$ cat src/design/dhkt_pkg.sv
// ----------------------------------------------------------------------------
// dhkt_pkg
// Field widths, codes and state types of the double-hashing key table.
// ----------------------------------------------------------------------------
package dhkt_pkg;

  localparam int KEY_W    = 31;
  localparam int MODE_W   = 2;
  localparam int CFG_W    = 9;
  localparam int STATUS_W = 3;
  localparam int SLOT_W   = 8;
  localparam int COUNT_W  = 9;
  localparam int STAT_W   = 2;
  localparam int MIN_SIZE = 3;

  localparam logic [CFG_W-1:0] CFG_SIZE_RST = 9'd251;

  typedef enum logic [STAT_W-1:0] {
    SLOT_EMPTY   = 2'd0,
    SLOT_LIVE    = 2'd1,
    SLOT_DELETED = 2'd2
  } slot_stat_t;

  typedef enum logic [MODE_W-1:0] {
    MODE_INSERT = 2'd0,
    MODE_SEARCH = 2'd1,
    MODE_REMOVE = 2'd2
  } mode_t;

  typedef enum logic [STATUS_W-1:0] {
    RES_INSERTED  = 3'd0,
    RES_FULL      = 3'd1,
    RES_HIT       = 3'd2,
    RES_MISS      = 3'd3,
    RES_REMOVED   = 3'd4,
    RES_NOT_FOUND = 3'd5
  } res_t;

  typedef enum logic [2:0] {
    FSM_CLEAR = 3'd0,
    FSM_IDLE  = 3'd1,
    FSM_DIV   = 3'd2,
    FSM_READ  = 3'd3,
    FSM_PROBE = 3'd4
  } fsm_t;

endpackage

$ cat src/design/dhkt_mod_unit.sv
// ----------------------------------------------------------------------------
// dhkt_mod_unit
// Bit-serial restoring remainder: key mod divisor, one key bit per cycle.
// ----------------------------------------------------------------------------
module dhkt_mod_unit #(
  parameter int DIV_W = 9
) (
  input  logic                      clk,
  input  logic                      rst_n,
  input  logic                      start,
  input  logic [dhkt_pkg::KEY_W-1:0] dividend,
  input  logic [DIV_W-1:0]          divisor,
  output logic                      done,
  output logic [DIV_W-1:0]          remainder
);
  import dhkt_pkg::*;

  localparam int CNT_W = $clog2(KEY_W);

  logic             run_r, run_nxt;
  logic             done_r, done_nxt;
  logic [CNT_W-1:0] cnt_r, cnt_nxt;
  logic [KEY_W-1:0] shift_r, shift_nxt;
  logic [DIV_W-1:0] rem_r, rem_nxt;
  logic [DIV_W:0]   trial;
  logic [DIV_W:0]   diff;

  // divisor is held stable by the caller for the whole run
  assign trial = {rem_r, shift_r[KEY_W-1]};
  assign diff  = trial - {1'b0, divisor};

  always_comb begin
    run_nxt   = run_r;
    done_nxt  = 1'b0;
    cnt_nxt   = cnt_r;
    shift_nxt = shift_r;
    rem_nxt   = rem_r;
    if (start) begin
      run_nxt   = 1'b1;
      cnt_nxt   = '0;
      shift_nxt = dividend;
      rem_nxt   = '0;
    end else if (run_r) begin
      rem_nxt   = (trial >= {1'b0, divisor}) ? DIV_W'(diff) : DIV_W'(trial);
      shift_nxt = {shift_r[KEY_W-2:0], 1'b0};
      cnt_nxt   = cnt_r + CNT_W'(1);
      if (cnt_r == CNT_W'(KEY_W - 1)) begin
        run_nxt  = 1'b0;
        done_nxt = 1'b1;
      end
    end
  end

  always_ff @(posedge clk) begin
    if (!rst_n) begin
      run_r  <= 1'b0;
      done_r <= 1'b0;
      cnt_r  <= '0;
    end else begin
      run_r  <= run_nxt;
      done_r <= done_nxt;
      cnt_r  <= cnt_nxt;
    end
    shift_r <= shift_nxt;
    rem_r   <= rem_nxt;
  end

  assign done      = done_r;
  assign remainder = rem_r;

endmodule

$ cat config.mk
export PLATFORM = sky130hd
export DESIGN_NAME = dhkt_mod_unit
export DESIGN_NICKNAME = d
export VERILOG_FILES = /design/src/design/dhkt_pkg.sv /design/src/design/dhkt_mod_unit.sv
export SDC_FILE = /design/constraint.sdc
export NUM_CORES = 1
export LEC_CHECK = 0
export BUFFER_PORTS_ARGS = -buffer_cell sky130_fd_sc_hd__buf_2
export CAP_MARGIN = 10
export CORE_UTILIZATION = 45
export DETAILED_ROUTE_END_ITERATION = 10
export GPL_ROUTABILITY_DRIVEN = 0
export PLACE_DENSITY_LB_ADDON = 0.25
export SKIP_LAST_GASP = 1
export SLEW_MARGIN = 20
export SYNTH_ARGS = -nofsm -noshare
export SYNTH_HDL_FRONTEND = slang
export SYNTH_SLANG_ARGS = --single-unit
$ cat constraint.sdc
create_clock -name clk -period 3.8 [get_ports clk]
set_input_delay 0.57 -clock clk [delete_from_list [all_inputs] [get_ports clk]]
set_output_delay 0.57 -clock clk [all_outputs]
set_load 0.02 [all_outputs]
# --- Yosys cells after proc, flatten, opt, wreduce, memory -nomap -nowiden ---
# Cells that the tools add are included.
op_classes:
  n_reduce_logical: 3
  div: 0
  addsub: 2
  shift: 0
  mux: 7
  n_lt_le_gt_ge: 1
  n_mul: 0
  eq_ne: 1
  n_bitwise: 2
op_table:
  columns: ["op", "count"]
  rows:
  - ["2-to-1 mux 31 bit", 2]
  - [">= comparator 10 x 9 -> 1 bit", 1]
  - ["2-to-1 mux 9 bit", 1]
  - ["subtractor 9 bit", 1]
  - ["adder 5 x 1 -> 5 bit, second input constant", 1]
  - ["equality test 5 bit, second input constant", 1]
  - ["2-to-1 mux 1 bit", 4]
  - ["OR reduction 3 bit", 1]
  - ["NOT 1 bit", 2]
  - ["nonzero test 2 bit", 1]
  - ["OR reduction 2 bit", 1]
totals:
  output_inout_bits: 10
  memories: 0
  word_cells: 21
  mem_bits_ro: 0
  latch_bits: 0
  ramBits: 0
  regBits: 47
  inputBits: 43

# --- Logic depth before layout (Yosys ltp) ---
# Gate-level depths: netlist (run 1).
logic_depth:
  ltp_word: 4
  depth_mapped: 10
  depth_no_buf: 9

# --- Worst setup path after synthesis (run 1) ---
# OpenSTA, ideal clock, no wires.
synth_timing:
  path_type: "in2reg"
  startpoint: "in divisor[0]"
  endpoint: "reg rem_r[1] (netlist: remainder[1])"
  required_ps: 3714
  slack_ps: 1381
  path_buffers: 1
  path_stages: 9
  arrival_time_ps: 2334
  cell_sequence: "ha_1 inv_1 fa_1 a21oi_1 a211oi_1 or3_1 buf_6 mux2i_1 a211oi_1"
synth_via:
  elab_chain_cells: 2
  elab_cells_between_ends: 3
  classes_between: "1 x add/sub; 1 x order compare; 1 x mux"
synth_lines:
  columns: ["element", "line", "source"]
  rows:
  - ["start: declaration", "dhkt_mod_unit.sv:12", "input logic [DIV_W-1:0] divisor,"]
  - ["subtractor 9 bit / >= comparator 10 x 9 -> 1 bit (equally long branches)", "dhkt_mod_unit.sv:30, dhkt_mod_unit.sv:44", null]
  - ["2-to-1 mux 9 bit (*)", "dhkt_mod_unit.sv:44", "rem_nxt = (trial >= {1'b0, divisor}) ? DIV_W'(diff) : DIV_W'(trial);"]
  - ["end signal: assignment", "dhkt_mod_unit.sv:65", "rem_r <= rem_nxt;"]
  - ["end: declaration", "dhkt_mod_unit.sv:24", "logic [DIV_W-1:0] rem_r, rem_nxt;"]
# Mark *: on every way between the ends. The rest lies on a longest branch, timed or not.
# A chain may end at the register's enable or synchronous reset.

# --- Final worst setup path (run 1) ---
layout_timing:
  startpoint: "reg shift_r[30]"
  endpoint: "reg rem_r[1] (netlist: remainder[1])"
layout_via:
  elab_chain_cells: 2
  elab_cells_between_ends: 3
  classes_between: "1 x add/sub; 1 x order compare; 1 x mux"
layout_lines:
  columns: ["element", "line", "source"]
  rows:
  - ["start: declaration", "dhkt_mod_unit.sv:23", "logic [KEY_W-1:0] shift_r, shift_nxt;"]
  - ["start signal: assignment", "dhkt_mod_unit.sv:64", "shift_r <= shift_nxt;"]
  - ["subtractor 9 bit / >= comparator 10 x 9 -> 1 bit (equally long branches)", "dhkt_mod_unit.sv:30, dhkt_mod_unit.sv:44", null]
  - ["2-to-1 mux 9 bit (*)", "dhkt_mod_unit.sv:44", null]
# Marked as above.

==> results.txt, run 1 <==
For the worst-skew pair, the clock arrives at the later sink with an insertion delay of 290 ps. Number of hold-repair buffers added at the cts stage: 0. Total design power: 1.132 mW.

The async set-or-reset flop fraction in the synthesized netlist was 0%; the synthesized instance count was 205. In this run the worst path has a maximum fanout of 9. 0 antenna diodes ended up in the layout.

The largest single stage delay on the critical path is 580 ps. Cells with a size suffix above 1 make up 35.66% of the layout. Data on the critical path arrives at its endpoint at 2840 ps. Setup violations remaining at the end of the flow were counted as 0. In the final design database the tool counted 312 nets.

Yosys mapped a number of flops with a built-in enable equal to 31. The total number of vias was 1,697. The number of nets handed over by synthesis was 260. For this run, the detailed router's first-pass iteration total came to 4. The count of final hold-check violations was 0; the first-pass GRT wire length was 6996 um.

The top cell types in the final layout, fill and taps aside, are sky130_fd_sc_hd__buf_2, sky130_fd_sc_hd__edfxtp_1, sky130_fd_sc_hd__mux2_2, sky130_fd_sc_hd__inv_1, sky130_fd_sc_hd__dfxtp_1. The Yosys step of the flow raised 0 warnings. In this run, CTS created clock tree buffers numbering 5. The worst-case IR drop observed on VDD is 0.0002586 V.

The tools report the reported max-cap violation count as 0. Once layout is complete, the utilization of the core stands at 55.14%. The maximum number of pins on one net before global-route repair is 32, and the detail-routed via count per cell is 5.174. From bottom edge to top edge, the die measures 75.47 um. Among all flip-flop cells after synthesis, the most frequent one is sky130_fd_sc_hd__edfxtp_1.

The register clock-pin slew on the reported worst setup and hold paths is 80 ps, and the via count of the first global-routing pass is 1,542. In this run the tool buffered the top-level ports with 52 buffer cells. The filler cells instantiated in the layout total 478. The worst path meets setup with 1164 ps of slack. The path class of the lowest-slack min-delay path was input pin to flip-flop. CTS placed an instance of sky130_fd_sc_hd__clkbuf_8 at the clock tree root.

At the placement stage, the worst setup path has a slack of 1010 ps. The half-perimeter wire length after detailed placement was 3117 um; the number of H-tree levels was 2. Across all hold checks on the routed design, the worst slack comes to 509.0 ps.

The logs give 16.57% for the overall routing resource usage and 0 for the count of nets left with antenna violations after detail routing. The logs give 0.002429 mm^2 for the area of the mapped netlist and 0 for the number of antenna violations at the first check in global routing. The flow ran to the end, and the final reports show no timing, DRC or antenna violations. Dividing the detail-routed wire length by the instance count gives 13.41 um.

For the sum of negative setup slack, the log shows 0 ps. From left edge to right edge, the die measures 75.47 um. The total routed wirelength was 4398 um. Cell with the largest stage delay on the worst path: sky130_fd_sc_hd__or3_1. The die covers 0.005695 mm^2. The longest clock path from root to sink contains 2 buffers.

After floorplanning, the core was divided into 26 placement rows. For the number of post-CTS setup repair buffers, the log shows 0. Setup repair after global routing left no endpoint under its margin. After global routing the overflow that remains totals 0. The category of the worst setup path launch point is a flip-flop. For the detailed router's first-iteration violation count, the log shows 78.

The run gives 0 as the final number of max-transition violations. The highest achievable clock rate is 379.4 MHz, and the post-cts sizing count is 0. The tools report the number of placed I/O pins as 53.

The sequential fraction of the synthesis area is 51.52%, and the ratio of total power to cell area is 399.5 mW/mm^2. The final critical-path required period was 2636 ps. The logs give 0.005140 mm^2 for the placeable core region and 1.197 nW for the leakage power total. Each instance of the synthesized netlist takes up on average 11.85 um^2. Across the routed clock network, the largest skew measured is 3.619 ps.

Leaving out fill and tap cells, the most frequent cell in the layout is sky130_fd_sc_hd__buf_2. For the pin with the worst max-slew slack, the measured transition is 755.4 ps. The synthesized netlist contains 42 unique library cells. For this run, design rule violations remaining after detail routing come to 0. The type of the setup path with the least slack is flip-flop to flip-flop.

TritonCTS built the clock tree. The register bit count reported by yosys came out at 47. The normalized max-slew margin is 49.57%, and the synthesis-to-finish area growth is 16.69%. STA classifies the critical path endpoint as a flip-flop. The signal on the critical path passes through inv_1, ha_1, inv_1, fa_1, a21oi_1, a211oi_1, or3_1, mux2i_1, a211oi_1. The clock sink count was 47; the worst endpoint required time was 4010 ps. Final period utilization: 69.36%. Once the floorplan was initialized, standard cells occupied 47.25% of the core.
power by group:
part / internal, mW / total [mW] / switching, mW
clock network: 0.129 / 0.289 / 0.161
logic: 0.104 / 0.219 / 0.116
registers: 0.599 / 0.623 / 0.0247
cell usage after synthesis (2+ instances only):
master	number	area, um^2
sky130_fd_sc_hd__nand2b_1	2	12.51
sky130_fd_sc_hd__o21ai_0	2	10.01
sky130_fd_sc_hd__nand2_1	10	37.54
sky130_fd_sc_hd__nand3_1	6	30.03
sky130_fd_sc_hd__clkbuf_1	6	22.52
sky130_fd_sc_hd__ha_1	11	137.6
sky130_fd_sc_hd__xnor2_1	3	26.28
sky130_fd_sc_hd__a211oi_1	8	60.06
sky130_fd_sc_hd__a21oi_1	6	30.03
sky130_fd_sc_hd__nor2_1	14	52.55
sky130_fd_sc_hd__inv_1	16	60.06
sky130_fd_sc_hd__nor3_1	4	20.02
sky130_fd_sc_hd__dfxtp_1	16	320.3
sky130_fd_sc_hd__mux2i_1	4	40.04
sky130_fd_sc_hd__xor2_1	7	61.31
sky130_fd_sc_hd__edfxtp_1	31	930.9
sky130_fd_sc_hd__and3_1	2	12.51
sky130_fd_sc_hd__mux2_2	30	337.8
sky130_fd_sc_hd__a311oi_1	2	17.52
sky130_fd_sc_hd__nand4_1	3	18.77
metal layers:
layer / routed length, um / GRT usage [%] / up-vias / share of wire (%)
met5: 0 / 0 / - / 0
met4: 47 / 4.938 / 0 / 1.1
met3: 236 / 4.894 / 7 / 5.4
met2: 2054 / 25.79 / 48 / 47
met1: 2059 / 22.51 / 783 / 47
li1: - / - / 859 / -
state kept, by name (all words and copies together), names as in the netlist:
signal     count
done           1
run_r          1
remainder      9
cnt_r          5
shift_r       31
stage by stage:
step,std cells,instance area [um^2]
2_1_floorplan,205,2429
3_3_place_gp,320,2749
3_5_place_dp,320,2749
4_1_cts,328,2834
5_1_grt,328,2834
6_report,328,2834
cells by family (layout without fill, tap and decap cells):
group,count (synthesis),after routing,synth area share (%)
AOI/OAI and AO/OA,32,32,9.944
DFF,47,47,51.52
xor gates and xnor gates,10,10,3.607
adders and majority gates,12,12,6.491
muxes,34,34,15.56
buffers and inverters,25,78,4.224
and+or+nand+nor,45,45,8.656
critical path: cells and delay by family, from the launching register on:
family	cells	cell delay (ps)
compound gates	3	690
fa+ha+maj	2	550
buf+inv	2	120
flops	1	410
mux	1	190
simple gates	1	580
layout make-up:
class	count	area, um^2	share of cell area (%)
Clock buffer	6	72.57	2.561
Tap cell	70	87.58	3.091
Inverter	16	60.06	2.119
Timing Repair Buffer	54	275.3	9.713
Sequential cell	47	1251	44.15
Multi-Input combinational cell	133	1075	37.92
Clock inverter	2	12.51	0.4415
worst paths after layout:
path | start | to | slack [ps] | cells past startpoint
setup / recovery | shift_r[30] | remainder[1] | 1160 | 9
hold / removal | rst_n | run_r | 510 | 2
setup reg to reg | shift_r[30] | remainder[1] | 1160 | 9
hold reg to reg | cnt_r[1] | cnt_r[1] | 530 | 2
Note: power is estimated with default switching activity, not from simulation.
==> run 2: changes to the inputs <==
- ABC_AREA: not set -> 1
- clock period: 3.8 -> 2.5 ns (I/O delays scaled with it)
==> run 2 against run 1 <==
Net effect:
- synthesized cell count increased by 55%
- first-iteration DRC count increased by 3.8%
- fmax increased by 31%
- via count increased by 23%
- non-clock buffer count increased by 3
- combinational power increased by 8%
- sequential share of layout area decreased by 2.3 points
- die area increased by 4.7%
- clock power increased by 87%
- register-to-register slack got worse by 680 ps
- total power increased by 50%
- critical path depth increased by 2
- critical endpoint is now remainder[6]
==> results.txt, run 2 <==
The run finished with clean final reports. After legalization and detailed placement, the total HPWL measured 3560 um. The share of final-layout standard cells stronger than drive strength 1 was 20.64%; the number of placed I/O pins was 53. The analysis attributes to net switching a power of 0.4033 mW. Cell internal power was estimated by the tool at 1.294 mW. The number of hold-repair buffers added at the cts stage came out at 0. The peak supply drop is 0.0003693 V.

Via count of the first global-routing pass: 2,036. The clock drives 47 sinks. Measured along the x axis, the die boundary spans 77.20 um. The worst setup path is captured at a flip-flop.

The area of the die was 0.005960 mm^2; the worst reg2reg path depth was 11. Summing internal, switching and leakage power gives 1.697 mW. The placement row count came out at 27.

The capture endpoint of the worst hold path was shift_r[0]. The async set-or-reset flop fraction in the synthesized netlist works out to 0%. shift_r holds more flip-flops than any other register. The leading cell type by number of instances after synthesis is sky130_fd_sc_hd__nand2_1. The post-cts sizing count was 0; the highest fanout seen on the critical path was 11. In this run the mean area of a mapped cell was 8.028 um^2. Setup violations remaining at the end of the flow were counted as 0. For the normalized max-slew margin, the log shows 69.91%. In this run, flip-flops and latches consume 54.3% of the power. For the reported max-cap violation count, the log shows 0. When the netlist entered floorplanning its net count stood at 372. TritonCTS built the clock tree. Of the synthesized area, sequential elements account for 49.16%. The final number of max-transition violations was 0.

Yosys attributes the largest share of cell area to sky130_fd_sc_hd__edfxtp_1, sky130_fd_sc_hd__nand2_1, sky130_fd_sc_hd__dfxtp_1, sky130_fd_sc_hd__inv_1, sky130_fd_sc_hd__ha_1. The synthesis-to-finish area growth works out to 17.50%. The number of stages on the worst hold path came out at 3.

Setup repair after global routing left no endpoint under its margin. In this run the static leakage power is 1.558 nW. The final period utilization is 80.57%. In this run switching power makes up 23.77% of total power. The total overflow left after global routing is 0.

Summed over all layers, the routed wires come to 4761 um. At the pin with the least slew margin, the transition time is 449.7 ps. Clock-pin slew was measured on the worst setup and hold paths at 80 ps. Once the floorplan was initialized, standard cells occupied 46.50% of the core. The type of the setup path with the least slack was flip-flop to flip-flop.

The logs give 5 for the number of buffers inserted during clock tree synthesis and 290 ps for the worst-skew pair later-pin latency. Worst clock skew: 5.089 ps. Number of fillers in the final layout: 538. For this run, the share of the core covered by cells in the final layout is 54.64%. The H-tree generated during clock tree synthesis spans 2 levels. The predominant post-synthesis flop cell is sky130_fd_sc_hd__edfxtp_1. Number of port buffers: 52. In the final routed layout, each cell accounts on average for 10.70 um.

The net count of the finished layout was 427; the post-route worst setup slack was 485.8 ps. The sum of negative setup slack is 0 ps. The worst path needs 2014 ps of the cycle, external delays included. The synthesized instance count is 317. The commonest cells after synthesis are sky130_fd_sc_hd__nand2_1, sky130_fd_sc_hd__inv_1, sky130_fd_sc_hd__edfxtp_1, sky130_fd_sc_hd__nand3_1, sky130_fd_sc_hd__dfxtp_1.

For the number of detailed-routing iterations run before antenna repair, the log shows 4. The tools report the register-to-register path setup slack as 490 ps. In the routed design, unresolved DRC markers number 0.

Combinational logic burns 14.0% of the power. The path class of the lowest-slack min-delay path is input pin to flip-flop. The largest area contributor in the synthesized netlist was sky130_fd_sc_hd__edfxtp_1. Data on the critical path is required at its endpoint by 2740 ps. The tools report the highest achievable clock rate as 496.5 MHz. In this run the cell area of the synthesized design comes to 0.002545 mm^2. The number of antenna violations at the first check in global routing is 0.

The worst setup path is launched from a flip-flop. Total number of vias: 2,093. The detail-routed via count per cell is 4.703, and the number of post-CTS setup repair buffers is 0.

Arrival time at the worst endpoint: 2250 ps. The library cells used most frequently in the layout, excluding fill and tap cells, are sky130_fd_sc_hd__nand2_1, sky130_fd_sc_hd__buf_2, sky130_fd_sc_hd__inv_1, sky130_fd_sc_hd__edfxtp_1, sky130_fd_sc_hd__nand3_1. The share of total power dissipated in the clock network is 31.8%. The detailed router's first-iteration violation count was 81. The run gives 0.005473 mm^2 as the placeable core region.

Prior to clock tree synthesis, the placed netlist has a worst setup slack of 517.5 ps. No sink is reached through more buffers than the 2 on the longest clock path. For the count of final hold-check violations, the log shows 0.

Leaving out fill and tap cells, the most frequent cell in the layout is sky130_fd_sc_hd__nand2_1. Global routing used 17.90% of the available tracks across all layers. The repair_antennas step left the layout with diodes totalling 0. During synthesis, Yosys emitted a total of 0 warnings. Reg-to-reg critical path endpoint: remainder[6]. Power spread over the standard cell area amounts to 567.4 mW/mm^2. Entering global routing, the biggest net connects 31 pins. The register bit count reported by yosys came out at 47.

The detail route stage leaves a number of antenna-violating nets equal to 0. The area share of the largest cell type after synthesis was 36.58%. The tools report the first-pass GRT wire length as 8549 um. The startpoint identified for the worst register-to-register timing path is shift_r[30]. On the final layout, the worst hold slack is 337.0 ps. The chip height was 77.20 um. The worst hold path begins at dividend[0]. The flip-flop count of the largest register after layout is 31, and the number of flops mapped to enable cells by yosys is 31.

The tree is rooted in a sky130_fd_sc_hd__clkbuf_8. The synthesized netlist contains 23 unique library cells.
run 2: final cells by class:
cell class,count,area (um^2),share of cell area [%]
Sequential cell,47,1251,41.84
Clock inverter,1,30.03,1.004
Multi-Input combinational cell,224,1106,36.99
Tap cell,72,90.09,3.013
Clock buffer,7,76.32,2.552
Inverter,37,138.9,4.644
Timing Repair Buffer,57,297.8,9.958
run 2: cell families (layout without fill, tap and decap cells):
logic type	count (synthesis)	count (layout)	synth area share, %
AND/OR/NAND/NOR	194	194	32.25
adder cells (fa/ha/maj)	12	12	6.195
buffers and inverters	46	102	7.375
XOR/XNOR	5	5	1.721
AO/OA/AOI/OAI	13	13	3.294
flip-flops	47	47	49.16
run 2: layer usage:
metal  part of all wire, %  track usage [%]
met4                  0.69            5.849
met5                     0                0
met2                    47            29.73
met3                   3.9            3.690
met1                    49            23.17
run 2: worst max-delay path, stage by stage, from the launching register on:
cell and delay [ps]:
sky130_fd_sc_hd__edfxtp_1 370, sky130_fd_sc_hd__inv_1 100, sky130_fd_sc_hd__ha_1 150, sky130_fd_sc_hd__inv_1 60, sky130_fd_sc_hd__fa_1 420, sky130_fd_sc_hd__nand2_1 130
sky130_fd_sc_hd__nand3_2 80, sky130_fd_sc_hd__nand2_2 230, sky130_fd_sc_hd__nand2_2 170, sky130_fd_sc_hd__nand3_1 100, sky130_fd_sc_hd__nand3_1 70, sky130_fd_sc_hd__nand2_1 80
run 2: worst max path at each step:
stage	slack (ps)	end	startpoint	cells past startpoint
after CTS	490	remainder[0]	shift_r[30]	11
after floorplan	650	shift_r[0]	start	3
after detailed placement	520	remainder[0]	divisor[0]	11
final	490	remainder[6]	shift_r[30]	11
after global routing	270	remainder[0]	shift_r[30]	11
after global placement	540	remainder[0]	shift_r[30]	11
run 2: power groups by stage:
stage	registers [mW]	logic (mW)	clock network, mW
after floorplan	0.938	0.158	0
after global placement	0.937	0.237	0
after detailed placement	0.938	0.239	0
after CTS	0.921	0.240	0.554
after global routing	0.929	0.275	0.582
final	0.921	0.237	0.539
run 2: through the flow:
step                      area [um^2]  instances
after floorplan                  2545        317
after global placement           2884        437
after detailed placement         2884        437
after CTS                        2990        445
after global routing             2990        445
final                            2990        445
